==> config.mk <==
export PLATFORM = sky130hd
export DESIGN_NAME = stack_map_frame_parser
export DESIGN_NICKNAME = d
export VERILOG_FILES = /design/src/rtl/smfp_pkg.sv /design/src/rtl/smfp_step.sv /design/src/rtl/stack_map_frame_parser.sv
export SDC_FILE = /design/constraint.sdc
export NUM_CORES = 1
export LEC_CHECK = 0
export BUFFER_PORTS_ARGS = -buffer_cell sky130_fd_sc_hd__buf_2
export CORE_MARGIN = 2
export CORE_UTILIZATION = 55
export CTS_CLUSTER_DIAMETER = 30
export DETAILED_ROUTE_END_ITERATION = 10
export PLACE_DENSITY = 0.75
export SKIP_LAST_GASP = 1
export SYNTH_ARGS = -nofsm -noshare
export SYNTH_HDL_FRONTEND = slang
export SYNTH_SLANG_ARGS = --single-unit
==> constraint.sdc <==
create_clock -name clock -period 6.9 [get_ports clock]
set_input_delay 0.69 -clock clock [delete_from_list [all_inputs] [get_ports clock]]
set_output_delay 0.69 -clock clock [all_outputs]
set_load 0.02 [all_outputs]
==> src/rtl/smfp_pkg.sv <==
// shared types, phase codes and tag classification for the stack map frame parser
`default_nettype none
package smfp_pkg;

   localparam int unsigned ByteW  = 8;
   localparam int unsigned ShortW = 16;
   localparam int unsigned PhaseW = 3;

   localparam logic [PhaseW-1:0] PH_TAG    = 3'd0;
   localparam logic [PhaseW-1:0] PH_OFF_HI = 3'd1;
   localparam logic [PhaseW-1:0] PH_OFF_LO = 3'd2;
   localparam logic [PhaseW-1:0] PH_VT_TAG = 3'd3;
   localparam logic [PhaseW-1:0] PH_VT_HI  = 3'd4;
   localparam logic [PhaseW-1:0] PH_VT_LO  = 3'd5;
   localparam logic [PhaseW-1:0] PH_CNT_HI = 3'd6;
   localparam logic [PhaseW-1:0] PH_CNT_LO = 3'd7;

   localparam logic [1:0] EV_HEADER = 2'd0;
   localparam logic [1:0] EV_COUNT  = 2'd1;
   localparam logic [1:0] EV_ENTRY  = 2'd2;
   localparam logic [1:0] EV_ERROR  = 2'd3;

   localparam logic [2:0] FK_SAME       = 3'd0;
   localparam logic [2:0] FK_LOCALS1    = 3'd1;
   localparam logic [2:0] FK_LOCALS1_EX = 3'd2;
   localparam logic [2:0] FK_CHOP       = 3'd3;
   localparam logic [2:0] FK_SAME_EX    = 3'd4;
   localparam logic [2:0] FK_APPEND     = 3'd5;
   localparam logic [2:0] FK_FULL       = 3'd6;

   localparam logic [1:0] ERR_NONE     = 2'd0;
   localparam logic [1:0] ERR_RSVD_TAG = 2'd1;
   localparam logic [1:0] ERR_BAD_VT   = 2'd2;

   localparam logic [ByteW-1:0] TAG_SAME_MAX    = 8'd63;
   localparam logic [ByteW-1:0] TAG_LOCALS1_MAX = 8'd127;
   localparam logic [ByteW-1:0] TAG_RSVD_MAX    = 8'd246;
   localparam logic [ByteW-1:0] TAG_LOCALS1_EX  = 8'd247;
   localparam logic [ByteW-1:0] TAG_CHOP_MAX    = 8'd250;
   localparam logic [ByteW-1:0] TAG_SAME_EX     = 8'd251;
   localparam logic [ByteW-1:0] TAG_APPEND_MAX  = 8'd254;
   localparam logic [ByteW-1:0] TAG_FULL        = 8'd255;

   localparam logic [ByteW-1:0] VT_MAX    = 8'd8;
   localparam logic [ByteW-1:0] VT_OBJECT = 8'd7;

   typedef struct packed {
      logic [PhaseW-1:0] phase;
      logic [ByteW-1:0]  tag;
      logic [ByteW-1:0]  hi_byte;
      logic [ShortW-1:0] offset;
      logic [ShortW-1:0] left;
      logic              stack;
      logic [3:0]        etype;
   } parse_state_type;

   typedef struct packed {
      logic [1:0]        event_kind;
      logic [2:0]        frame_kind;
      logic [ByteW-1:0]  frame_tag;
      logic [ShortW-1:0] frame_offset;
      logic              list_section;
      logic [ShortW-1:0] list_count;
      logic [3:0]        vtype;
      logic [ShortW-1:0] vtype_operand;
      logic [1:0]        error_code;
      logic              frame_done;
   } event_type;

   function automatic logic [2:0] kind_of(input logic [ByteW-1:0] t);
      logic [2:0] k;
      if (t <= TAG_SAME_MAX) k = FK_SAME;
      else if (t <= TAG_LOCALS1_MAX) k = FK_LOCALS1;
      else if (t <= TAG_RSVD_MAX) k = FK_SAME;
      else if (t == TAG_LOCALS1_EX) k = FK_LOCALS1_EX;
      else if (t <= TAG_CHOP_MAX) k = FK_CHOP;
      else if (t == TAG_SAME_EX) k = FK_SAME_EX;
      else if (t <= TAG_APPEND_MAX) k = FK_APPEND;
      else k = FK_FULL;
      return k;
   endfunction

endpackage
`default_nettype wire

==> src/rtl/smfp_step.sv <==
// next-state and event logic for one byte of the stack map stream
`default_nettype none
module smfp_step (
   input  wire smfp_pkg::parse_state_type cur_state,
   input  wire [7:0]                      byte_in,
   output smfp_pkg::parse_state_type      nxt_state,
   output logic                           ev_valid,
   output smfp_pkg::event_type            ev
);
   import smfp_pkg::*;

   logic              do_finish;
   logic [3:0]        ent_vt;
   logic [ShortW-1:0] ent_op;
   logic [ShortW-1:0] word;
   logic [ShortW-1:0] left_m1;
   logic [ByteW-1:0]  append_n;

   assign word     = {cur_state.hi_byte, byte_in};
   assign left_m1  = cur_state.left - ShortW'(1);
   assign append_n = cur_state.tag - TAG_SAME_EX;

   always_comb begin
      nxt_state        = cur_state;
      ev_valid         = 1'b0;
      do_finish        = 1'b0;
      ent_vt           = '0;
      ent_op           = '0;
      ev.event_kind    = EV_HEADER;
      ev.frame_kind    = kind_of(cur_state.tag);
      ev.frame_tag     = cur_state.tag;
      ev.frame_offset  = cur_state.offset;
      ev.list_section  = 1'b0;
      ev.list_count    = '0;
      ev.vtype         = '0;
      ev.vtype_operand = '0;
      ev.error_code    = ERR_NONE;
      ev.frame_done    = 1'b0;

      case (cur_state.phase)
         PH_OFF_HI, PH_VT_HI, PH_CNT_HI: begin
            nxt_state.hi_byte = byte_in;
            nxt_state.phase   = cur_state.phase + PhaseW'(1);
         end
         PH_OFF_LO: begin
            nxt_state.offset = word;
            ev.frame_offset  = word;
            ev_valid         = 1'b1;
            if (cur_state.tag == TAG_LOCALS1_EX) begin
               nxt_state.left  = ShortW'(1);
               nxt_state.stack = 1'b1;
               nxt_state.phase = PH_VT_TAG;
            end else if (cur_state.tag <= TAG_SAME_EX) begin
               nxt_state.phase = PH_TAG;
               ev.frame_done   = 1'b1;
            end else if (cur_state.tag <= TAG_APPEND_MAX) begin
               nxt_state.left  = ShortW'(append_n);
               nxt_state.stack = 1'b0;
               nxt_state.phase = PH_VT_TAG;
            end else begin
               nxt_state.stack = 1'b0;
               nxt_state.phase = PH_CNT_HI;
            end
         end
         PH_CNT_LO: begin
            ev_valid      = 1'b1;
            ev.event_kind = EV_COUNT;
            if (word != '0) begin
               nxt_state.left  = word;
               nxt_state.phase = PH_VT_TAG;
               ev.list_section = cur_state.stack;
               ev.list_count   = word;
            end else if (!cur_state.stack) begin
               nxt_state.phase = PH_CNT_HI;
               nxt_state.stack = 1'b1;
            end else begin
               nxt_state.phase = PH_TAG;
               ev.list_section = 1'b1;
               ev.frame_done   = 1'b1;
            end
         end
         PH_VT_TAG: begin
            if (byte_in > VT_MAX) begin
               nxt_state.phase = PH_TAG;
               ev_valid        = 1'b1;
               ev.event_kind   = EV_ERROR;
               ev.list_section = cur_state.stack;
               ev.error_code   = ERR_BAD_VT;
               ev.frame_done   = 1'b1;
            end else begin
               nxt_state.etype = byte_in[3:0];
               if (byte_in >= VT_OBJECT) begin
                  nxt_state.phase = PH_VT_HI;
               end else begin
                  do_finish = 1'b1;
                  ent_vt    = byte_in[3:0];
               end
            end
         end
         PH_VT_LO: begin
            do_finish = 1'b1;
            ent_vt    = cur_state.etype;
            ent_op    = word;
         end
         default: begin
            nxt_state.tag    = byte_in;
            nxt_state.offset = '0;
            nxt_state.stack  = 1'b0;
            ev.frame_kind    = kind_of(byte_in);
            ev.frame_tag     = byte_in;
            ev.frame_offset  = '0;
            if (byte_in <= TAG_SAME_MAX) begin
               nxt_state.phase = PH_TAG;
               ev_valid        = 1'b1;
               ev.frame_done   = 1'b1;
            end else if (byte_in <= TAG_LOCALS1_MAX) begin
               nxt_state.left  = ShortW'(1);
               nxt_state.stack = 1'b1;
               nxt_state.phase = PH_VT_TAG;
               ev_valid        = 1'b1;
            end else if (byte_in <= TAG_RSVD_MAX) begin
               nxt_state.phase = PH_TAG;
               ev_valid        = 1'b1;
               ev.event_kind   = EV_ERROR;
               ev.error_code   = ERR_RSVD_TAG;
               ev.frame_done   = 1'b1;
            end else begin
               nxt_state.phase = PH_OFF_HI;
            end
         end
      endcase

      if (do_finish) begin
         nxt_state.left   = left_m1;
         ev_valid         = 1'b1;
         ev.event_kind    = EV_ENTRY;
         ev.vtype         = ent_vt;
         ev.vtype_operand = ent_op;
         ev.list_section  = cur_state.stack;
         if (left_m1 == '0) begin
            if (cur_state.tag == TAG_FULL && !cur_state.stack) begin
               nxt_state.stack = 1'b1;
               nxt_state.phase = PH_CNT_HI;
               ev.list_section = 1'b0;
            end else begin
               nxt_state.phase = PH_TAG;
               ev.frame_done   = 1'b1;
            end
         end else begin
            nxt_state.phase = PH_VT_TAG;
         end
      end
   end

endmodule
`default_nettype wire

==> src/rtl/stack_map_frame_parser.sv <==
// top level of the stack map frame parser: byte stream in, event stream out
//
//  channel | dir | payload
//  req_    | in  | tdata[7:0] byte_in
//  rsp_    | out | tdata frame fields, tuser event_kind, tlast frame_done
//
// one byte per cycle while rsp_ is not stalled; each event appears on rsp_ the cycle after its last byte
// the parser state and the output register are the only storage
// a byte is taken while the output register is empty or being drained
// bytes that finish no event only advance the parser state
// reset returns the parser to waiting for a frame tag and empties the output
`default_nettype none
module stack_map_frame_parser (
   input  wire        clock,
   input  wire        reset,
   input  wire        req_tvalid,
   output logic       req_tready,
   input  wire  [7:0] req_tdata,   // [7:0] byte_in
   output logic       rsp_tvalid,
   input  wire        rsp_tready,
   output logic [71:0] rsp_tdata,  // frame_kind, frame_tag, frame_offset, list_section,
                                   // list_count, vtype, vtype_operand, error_code, zero pad
   output logic [1:0] rsp_tuser,   // [1:0] event_kind
   output logic       rsp_tlast    // frame_done
);
   import smfp_pkg::*;

   parse_state_type state_ff;
   parse_state_type state_in;
   event_type       ev_ff;
   event_type       ev_in;
   logic            ev_valid_in;
   logic            rsp_valid_ff;
   logic            rsp_valid_in;
   logic            req_take;

   assign req_tready = !rsp_valid_ff || rsp_tready;
   assign req_take   = req_tvalid && req_tready;

   smfp_step u_step (
      .cur_state (state_ff),
      .byte_in   (req_tdata),
      .nxt_state (state_in),
      .ev_valid  (ev_valid_in),
      .ev        (ev_in)
   );

   always_comb begin
      rsp_valid_in = rsp_valid_ff && !rsp_tready;
      if (req_take && ev_valid_in) begin
         rsp_valid_in = 1'b1;
      end
   end

   always_ff @(posedge clock) begin
      if (reset) begin
         state_ff     <= '0;
         rsp_valid_ff <= 1'b0;
      end else begin
         rsp_valid_ff <= rsp_valid_in;
         if (req_take) begin
            state_ff <= state_in;
         end
      end
   end

   always_ff @(posedge clock) begin
      if (req_take && ev_valid_in) begin
         ev_ff <= ev_in;
      end
   end

   assign rsp_tvalid = rsp_valid_ff;
   assign rsp_tuser  = ev_ff.event_kind;
   assign rsp_tlast  = ev_ff.frame_done;
   assign rsp_tdata  = {6'd0, ev_ff.error_code, ev_ff.vtype_operand, ev_ff.vtype,
                        ev_ff.list_count, ev_ff.list_section, ev_ff.frame_offset,
                        ev_ff.frame_tag, ev_ff.frame_kind};

   a_error_ends_frame: assert property (@(posedge clock) disable iff (reset)
      rsp_tvalid && rsp_tuser == EV_ERROR |-> rsp_tlast)
      else $error("error event without frame end");

   a_error_code_kind: assert property (@(posedge clock) disable iff (reset)
      rsp_tvalid |-> ((ev_ff.error_code != ERR_NONE) == (rsp_tuser == EV_ERROR)))
      else $error("error code disagrees with event kind");

   a_entries_pending: assert property (@(posedge clock) disable iff (reset)
      state_ff.phase == PH_VT_TAG || state_ff.phase == PH_VT_HI
      || state_ff.phase == PH_VT_LO |-> state_ff.left != '0)
      else $error("entry phase with no entries left");

   a_count_only_on_count: assert property (@(posedge clock) disable iff (reset)
      rsp_tvalid && rsp_tuser != EV_COUNT |-> ev_ff.list_count == '0)
      else $error("list count outside a count event");

   a_silent_byte_keeps_output: assert property (@(posedge clock) disable iff (reset)
      req_take && !ev_valid_in && !rsp_valid_ff |=> !rsp_tvalid)
      else $error("result produced by a byte that completes no event");

endmodule
`default_nettype wire

Yosys cells after proc, flatten, opt, wreduce, memory -nomap -nowiden. Index checks and enable logic that the tools add are counted.

Input bits: 12. Output and inout bits: 77. Register bits: 126.

Eq/ne operators: 19. Muxes and demuxes: 79. Add/subtract/negate cells: 3. Reduce and logical (&&, ||, !) cells: 26. $lt $le $gt $ge: 13. Bitwise operators: 2.

Operators with widths (count): two-way mux 17 bit (5); two-way mux 3 bit (25); <= comparator 8 bit (second input constant) (7); one-hot mux 17 bit (3 select lines) (1); == test 8 bit (second input constant) (5); two-way mux 16 bit (2); one-hot mux 16 bit (2 select lines) (1); two-way mux 1 bit (25); two-way mux 2 bit (9); <= comparator 8 x 6 -> 1 bit (second input constant) (2); <= comparator 8 x 7 -> 1 bit (second input constant) (2); zero test 16 bit (1); nonzero test 16 bit (1); subtractor 16 x 1 -> 16 bit (second input constant) (1); one-hot mux 3 bit (5 select lines) (1); == test 3 bit (second input constant) (4); OR reduction 6 bit (2); two-way mux 11 bit (1); OR reduction 5 bit (2); >= comparator 8 x 3 -> 1 bit (second input constant) (1); greater-than comparator 8 x 4 -> 1 bit (second input constant) (1); two-way mux 4 bit (2); inequality test 4 x 1 -> 1 bit (second input constant) (2); one-hot mux 4 bit (2 select lines) (1); other kinds (25) (38).

Logic depth before layout (Yosys ltp). Gate-level depths: netlist (run 1).

Word-level depth: 9. Gate-level depth with buffers: 12. Gate-level depth less buffers: 8.

Modules after synthesis. A second synthesis (run 1) with hierarchy kept.

Cells, all modules: 734. Area, all modules: 7243.2 µm².

By module, submodules not included: stack_map_frame_parser (cells an instance 337, times used 1, area each 4738.3 µm²); smfp_step (cells an instance 397, times used 1, area each 2504.9 µm²).

Worst setup path after synthesis (run 1). No wires, ideal clock.

Path type: input -> register. From: input port req_tdata[5]. To: register ev_ff, in the netlist rsp_tdata[0] (enable). Data required time: 6379 ps. Path buffers: 2. Stages: 6. Slack: 1266 ps. Arrival time: 5114 ps. Setup time: 521 ps. Cell sequence: clkbuf_1 -> nor4_4 -> a31o_2 -> clkbuf_1 -> nor2_1 -> a21oi_1.

Word-level cells in the longest chain between the ends: 7. Elaborated cells between the ends (all ways): 15.

RTL lines: from (decl) (RTL line stack_map_frame_parser.sv:18) `input wire [7:0] req_tdata,`; <= comparator 8 bit (RTL line smfp_step.sv:121) `end else if (byte_in <= TAG_RSVD_MAX) begin`; two-way mux 1 bit (RTL line smfp_step.sv:121); two-way mux 1 bit (RTL line smfp_step.sv:116) `end else if (byte_in <= TAG_LOCALS1_MAX) begin`; two-way mux 1 bit (RTL line smfp_step.sv:112) `if (byte_in <= TAG_SAME_MAX) begin`; one-hot mux 1 bit (3 select lines) (RTL line smfp_step.sv:40) `case (cur_state.phase)`; two-way mux 1 bit (*) (RTL line smfp_step.sv:133) `if (do_finish) begin`; logical AND 1 bit (*) (RTL line stack_map_frame_parser.sv:68) `if (req_take && ev_valid_in) begin`; to (signal assigned) (RTL line stack_map_frame_parser.sv:69) `ev_ff <= ev_in;`; to (decl) (RTL line stack_map_frame_parser.sv:30) `event_type ev_ff;`.

Every way passes the cells marked *; elsewhere a longest branch is shown, timed or not. A chain may end at the register's enable or synchronous reset.

Worst setup path after layout (run 1).
From: register state_ff[54] in the netlist's numbering. To: register ev_ff, in the netlist rsp_tdata[62] (enable).

Word-level cells in the longest chain between the ends: 5. Elaborated cells between the ends (all ways): 13.

RTL lines: from (decl) (RTL line stack_map_frame_parser.sv:28) `parse_state_type state_ff;`; from (signal assigned) (RTL line stack_map_frame_parser.sv:62) `state_ff <= state_in;`; == test 3 x 1 -> 1 bit, or another cell as far along (RTL line smfp_step.sv:40); OR reduction 4 bit (no source line) or OR reduction 2 bit (tied branches); one-hot mux 1 bit (3 select lines) (RTL line smfp_step.sv:40); two-way mux 1 bit (*) (RTL line smfp_step.sv:133); logical AND 1 bit (*) (RTL line stack_map_frame_parser.sv:68).

Marked as above.

==> impl_results.md, run 1 <==
- Status: finished clean
- Post-cts resize count: 0
- Core area: 10800 sq um
- Drt first pass iters: 5
- Tot Pwr: 0.00216 W
- Layout Nets: 715
- Comb power frac: 15.7%
- Row count: 38
- Main combinational cell family by area after synthesis: simple AND/OR/NAND/NOR gates
- Top cells by area, synth: edfxtp_1, dfxtp_1, nand2_1
- Post-Synth Adder-Cell Area: 2.06%
- Max-slew violation count: 0
- Die width: 109 um
- Netlist cell types: 61
- DRT iter0 DRCs: 441
- GRT Residual Overflow: 0
- Placed cell areas: 6490 sq um
- Post-route cell area: 7110 sq um
- Crit Path Category: register to register
- # fillers: 864
- Sw Ratio: 28.4%
- Power Internal: 0.00155 W
- Antenna cells: 0
- Sw power: 0.000614 W
- Clock latency on the worst-skew pair: 520 ps
- VDD IR-drop max: 0.000230 V
- Ports: 89
- Complex-gate fraction of the synthesized area: 17.9%
- Crit. End Element: register
- Die Area: 11900 sq um
- Fin crit period: 3620 ps
- Initial antenna violation count: 0
- RSZ-0062 raised after global routing: no
- Root buffer cell: clkbuf_8
- Worst min-delay path class: register to register
- Fin Hold WS: 457 ps
- Max-cap viol count: 0
- EDFF count, synth: 69
- Simple-Gate Fraction of Synth Area: 21.5%
- Longest Clk Path Bufs: 2
- Critical Path RT: 7050 ps
- Synth async-reset ratio: 0%
- Final wirelength: 15200 um
- Max Freq: 0.276 GHz
- Ys Warns: 0
- Final setup vio count: 0
- Area Growth Syn to Fin: 17.2%
- Post-Syn Area: 6060 sq um
- P_leak: 2.68 nW
- Die height: 109 um
- Slew margin rel.: 25.3%
- Final Skew: 7.44 ps
- Mux cell area share after synthesis: 0.660%
- Worst-path clk slew: 60 ps
- Cell taking the most area after synthesis: edfxtp_1
- Mean Syn Cell Area: 9.54 sq um
- Vias per cell: 6.05
- Avg WL per Cell: 17.9 um
- Total track usage: 26.5%
- Worst setup SP type: register
- Starting density of the core: 56.2%
- Syn Inst Count: 636
- Via count: 5118
- First-pass GRT wire length: 23800 um
- Post-synth top flop: edfxtp_1
- Post-DP HPWL: 9640 um
- Crit path DAT: 3770 ps
- Power per cell area: 304 nW/um^2
- # H-tree levels: 4
- FF+latch count, synth: 126
- TritonCTS buffer count: 17
- Tightest Pin Transition: 1120 ps
- Critical Path Fanout Max: 61
- CTS tree: built
- Largest net degree at the start of global routing: 62
- Hold buffer count at cts: 0
- Setup_tns: 0 ps
- Top-area cell type share of the netlist area: 34.2%
- Clock Sinks: 126
- Flop pwr share: 42.0%
- Layout cells sized above 1: 19.4%
- Clk pwr share: 42.3%
- Seq/Total Area, Yosys: 53.0%
- GPL Wtd Cong: 0.960
- Vias in the first global route: 4658
- Fin crit share: 52.4%
- PortBufs: 82
- Remaining DRCs: 0
- Setup bufs post-CTS: 0
- Number of routed nets with antenna violations: 0
- Post-Synth XOR/XNOR Area: 0.289%
- Fin. Hold Viols: 0
power groups by stage:
stage	Sequential [W]	Combinational, W	Clock [W]
finish	0.000908	0.000340	0.000914
floorplan	0.000993	0.000168	0
global placement	0.000920	0.000334	0
CTS	0.000909	0.000340	0.000919
global route	0.000915	0.000369	0.000955
detailed placement	0.000923	0.000338	0
routing by layer:
metal / up-vias / track usage [%] / wire, um
met5: - / 0 / 0
met2: 241 / 41.3 / 7180
li1: 2431 / - / -
met3: 33 / 5.68 / 1120
met1: 2413 / 35.3 / 6470
met4: 0 / 12.7 / 399
kinds of logic (layout without fill, tap and decap cells):
kind of cell / count (synthesis) / after routing
AO/OA/AOI/OAI: 166 / 166
buffers and inverters: 67 / 132
other: 1 / 6
AND/OR/NAND/NOR: 260 / 260
multiplexers: 4 / 4
XOR/XNOR: 2 / 2
flip-flops: 126 / 126
adder cells (fa/ha/maj): 10 / 10
sequential cells by signal (all words and copies together), names as in the netlist:
register,cells
rsp_tlast,1
rsp_tuser,2
rsp_tdata,66
rsp_tvalid,1
state_ff,56
stage by stage:
step | worst slack, ps | utilization (%) | instances
floorplan | 1270 | - | 641
global placement | 3330 | 60.2 | 814
detailed placement | 3340 | 60.2 | 814
CTS | 3320 | 65.9 | 846
global route | 3050 | 65.9 | 846
finish | 3280 | 65.9 | 846
final cells by class:
class,instances,area [sq um],share of cell area (%)
multi-input cells,448,2610,36.7
inverters,13,48.8,0.686
repair buffers,87,448,6.30
flip-flops and latches,126,3210,45.2
clock buffers,20,455,6.41
well taps,140,175,2.46
clock inverters,12,158,2.22
placed cells by master (no fill, tap or decap), types with 5 or more instances in the layout:
cell type and n:
nand2_1 99, nand4_1 6, a211o_1 6, buf_4 5, dfxtp_1 57, o32ai_1 5, a22o_1 19, nor4_1 8
a31oi_1 11, and2_1 20, nand3b_1 5, a21oi_1 65, and3_1 20, clkbuf_16 16, buf_2 82, ha_1 10
or2_2 5, o21ai_0 24, nor2_1 32, nand2b_1 11, inv_1 13, conb_1 6, nor3_1 9, nand3_1 27
edfxtp_1 69
synthesized netlist by cell type (3+ instances only):
library cell  number
nand2_1           99
edfxtp_1          69
a21oi_1           66
dfxtp_1           57
clkbuf_1          43
nor2_1            32
nand3_1           27
o21ai_0           24
and2_1            20
and3_1            20
a22o_1            19
inv_1             13
a31oi_1           12
nand2b_1          11
ha_1              10
nor3_1             9
nor4_1             8
a211o_1            6
buf_4              6
nand4_1            6
nand3b_1           5
o32ai_1            5
or2_2              5
mux2i_1            4
or3_1              4
a2111oi_0          3
a21o_1             3
a31o_2             3
buf_2              3
nor2b_1            3
o21a_1             3
o31ai_1            3
worst paths after layout:
check	from	endpoint	slack, ps	cells after the start
worst min register to register	state_ff[25]	state_ff[25]	460	2
worst max-delay path	state_ff[54]	rsp_tdata[62]	3280	7
worst min-delay path	state_ff[25]	state_ff[25]	460	2
worst max register to register	state_ff[54]	rsp_tdata[62]	3280	7
critical path: stages (launching register included):
cell	delay (ps)
dfxtp_1	370
inv_1	130
ha_1	650
and2_0	390
a31o_2	430
nor2_1	170
a21oi_4	360
buf_4	650
Note: power is estimated with default switching activity, not from simulation.
==> run 2: changes to the inputs <==
Clock period 6.9 ns to 3.4 ns, I/O delays scaled along.
==> impl_results.md, run 2 (synthesis gave the netlist of run 1 again) <==
- PortBufs: 82
- Slowest CP cell: a21boi_0
- Most common cell after layout, fill and taps aside: nand2_1
- Max-slew violation count: 0
- Max-cap viol count: 0
- Drt first pass iters: 8
- Total track usage: 27.6%
- Delay-heaviest family, CP: compound AO/OA/AOI/OAI gates
- Hold Crit Depth: 3
- Initial antenna violation count: 0
- Worst-path clk slew: 60 ps
- Crit Path Category: register to register
- Status: finished clean
- Die height: 109 um
- Largest net degree at the start of global routing: 62
- # H-tree levels: 4
- Post-route cell area: 7190 sq um
- GRT Residual Overflow: 0
- Tightest Pin Transition: 777 ps
- Hold buffer count at cts: 0
- CTS tree: built
- Post-cts resize count: 0
- Layout Nets: 726
- Clock Sinks: 126
- Fin crit share: 83.2%
- Critical path buffers and inverters: 1
- Post-DP HPWL: 10000 um
- Die width: 109 um
- Remaining DRCs: 0
- Fin Hold WS: 152 ps
- Setup bufs post-CTS: 0
- Core area: 10800 sq um
- Longest Clk Path Bufs: 2
- Final setup vio count: 0
- RSZ-0062 raised after global routing: no
- Root buffer cell: clkbuf_8
- Fin crit period: 2830 ps
- Placed cell areas: 6590 sq um
- Power per cell area: 609 nW/um^2
- Antenna cells: 0
- R2r endpoint: rsp_tdata[37]
- Critical Path Fanout Max: 61
- Max incr delay on CP: 500 ps
- Worst min-delay path class: input port to register
- Clock latency on the worst-skew pair: 520 ps
- Avg WL per Cell: 18.2 um
- Max FFs per register: 66
- Slew margin rel.: 47.7%
- TritonCTS buffer count: 17
- Layout cells sized above 1: 20.5%
- Area Growth Syn to Fin: 18.5%
- Crit. End Element: register
- First-pass GRT wire length: 25000 um
- Fin. Hold Viols: 0
- P_leak: 2.73 nW
- Starting density of the core: 56.2%
- Final Skew: 10.6 ps
- R2R Setup Slk: 570 ps
- Final wirelength: 15600 um
- GPL Wtd Cong: 0.901
- Crit path DAT: 3020 ps
- Worst R2R Start: state_ff[54]
- Placement Setup Slack: 624 ps
- Setup_tns: 0 ps
- Reg2Reg Depth: 6
- Tot Pwr: 0.00437 W
- Row count: 38
- VDD IR-drop max: 0.000419 V
- Worst setup margin: 570 ps
- Ports: 89
- Vias per cell: 6.05
- Worst hold endpoint: rsp_tvalid
- Die Area: 11900 sq um
- DRT iter0 DRCs: 422
- Vias in the first global route: 4857
- Worst setup SP type: register
- Number of routed nets with antenna violations: 0
- Crit-path cells: ha_1 -> ha_1 -> a21boi_0 -> nor2_1 -> a21oi_4 -> buf_12
- Via count: 5188
- Max Freq: 0.353 GHz
- Critical Path RT: 3590 ps
- Most common cell on crit path: ha_1
- Most frequent cells in the layout: nand2_1, buf_2, edfxtp_1
- Hold wc startpoint: rsp_tready
run 2: per-layer routing:
metal,track usage [%],routed length [um],vias to the layer above
li1,-,-,2439
met1,36.2,6510,2464
met2,43.8,7530,243
met3,5.44,1050,42
met4,13.5,486,0
met5,0,0,-
run 2: final cells by class:
cell class | instances | area (sq um)
clock inverter | 13 | 164
fill | 859 | 3610
timing repair buffer | 98 | 543
clock buffer | 19 | 432
tap | 140 | 175
sequential | 126 | 3210
multi-input combinational | 448 | 2610
inverter | 13 | 48.8
run 2: how the worst max path moves through the flow:
stage                     slack [ps]            end  cells past startpoint    startpoint
final                            570  rsp_tdata[37]                      6  state_ff[54]
after CTS                        620  rsp_tdata[43]                      6  state_ff[54]
after global placement           690  rsp_tdata[43]                      6  state_ff[54]
after floorplan                  120   rsp_tdata[0]                      8  state_ff[55]
after detailed placement         620  rsp_tdata[43]                      6  state_ff[54]
after global routing             400   state_ff[19]                      8   state_ff[5]
run 2: stage by stage:
stage               utilization (%)  std cells
floorplan                         -        641
global placement               61.1        825
detailed placement             61.1        825
CTS                            66.6        857
global route                   66.6        857
finish                         66.6        857
run 2: tightest hold or removal path, cell delays in order:
cell and delay [ps]:
buf_2 80, nor2b_1 40, o21a_1 170
run 2: power by group:
| part | total [W] | leakage (nW) | internal [W] | switching (W) |
|---|---|---|---|---|
| logic | 0.000719 | 1.31 | 0.000205 | 0.000514 |
| registers | 0.00183 | 1.13 | 0.00177 | 0.0000611 |
| clock network | 0.00182 | 0.289 | 0.00114 | 0.000680 |
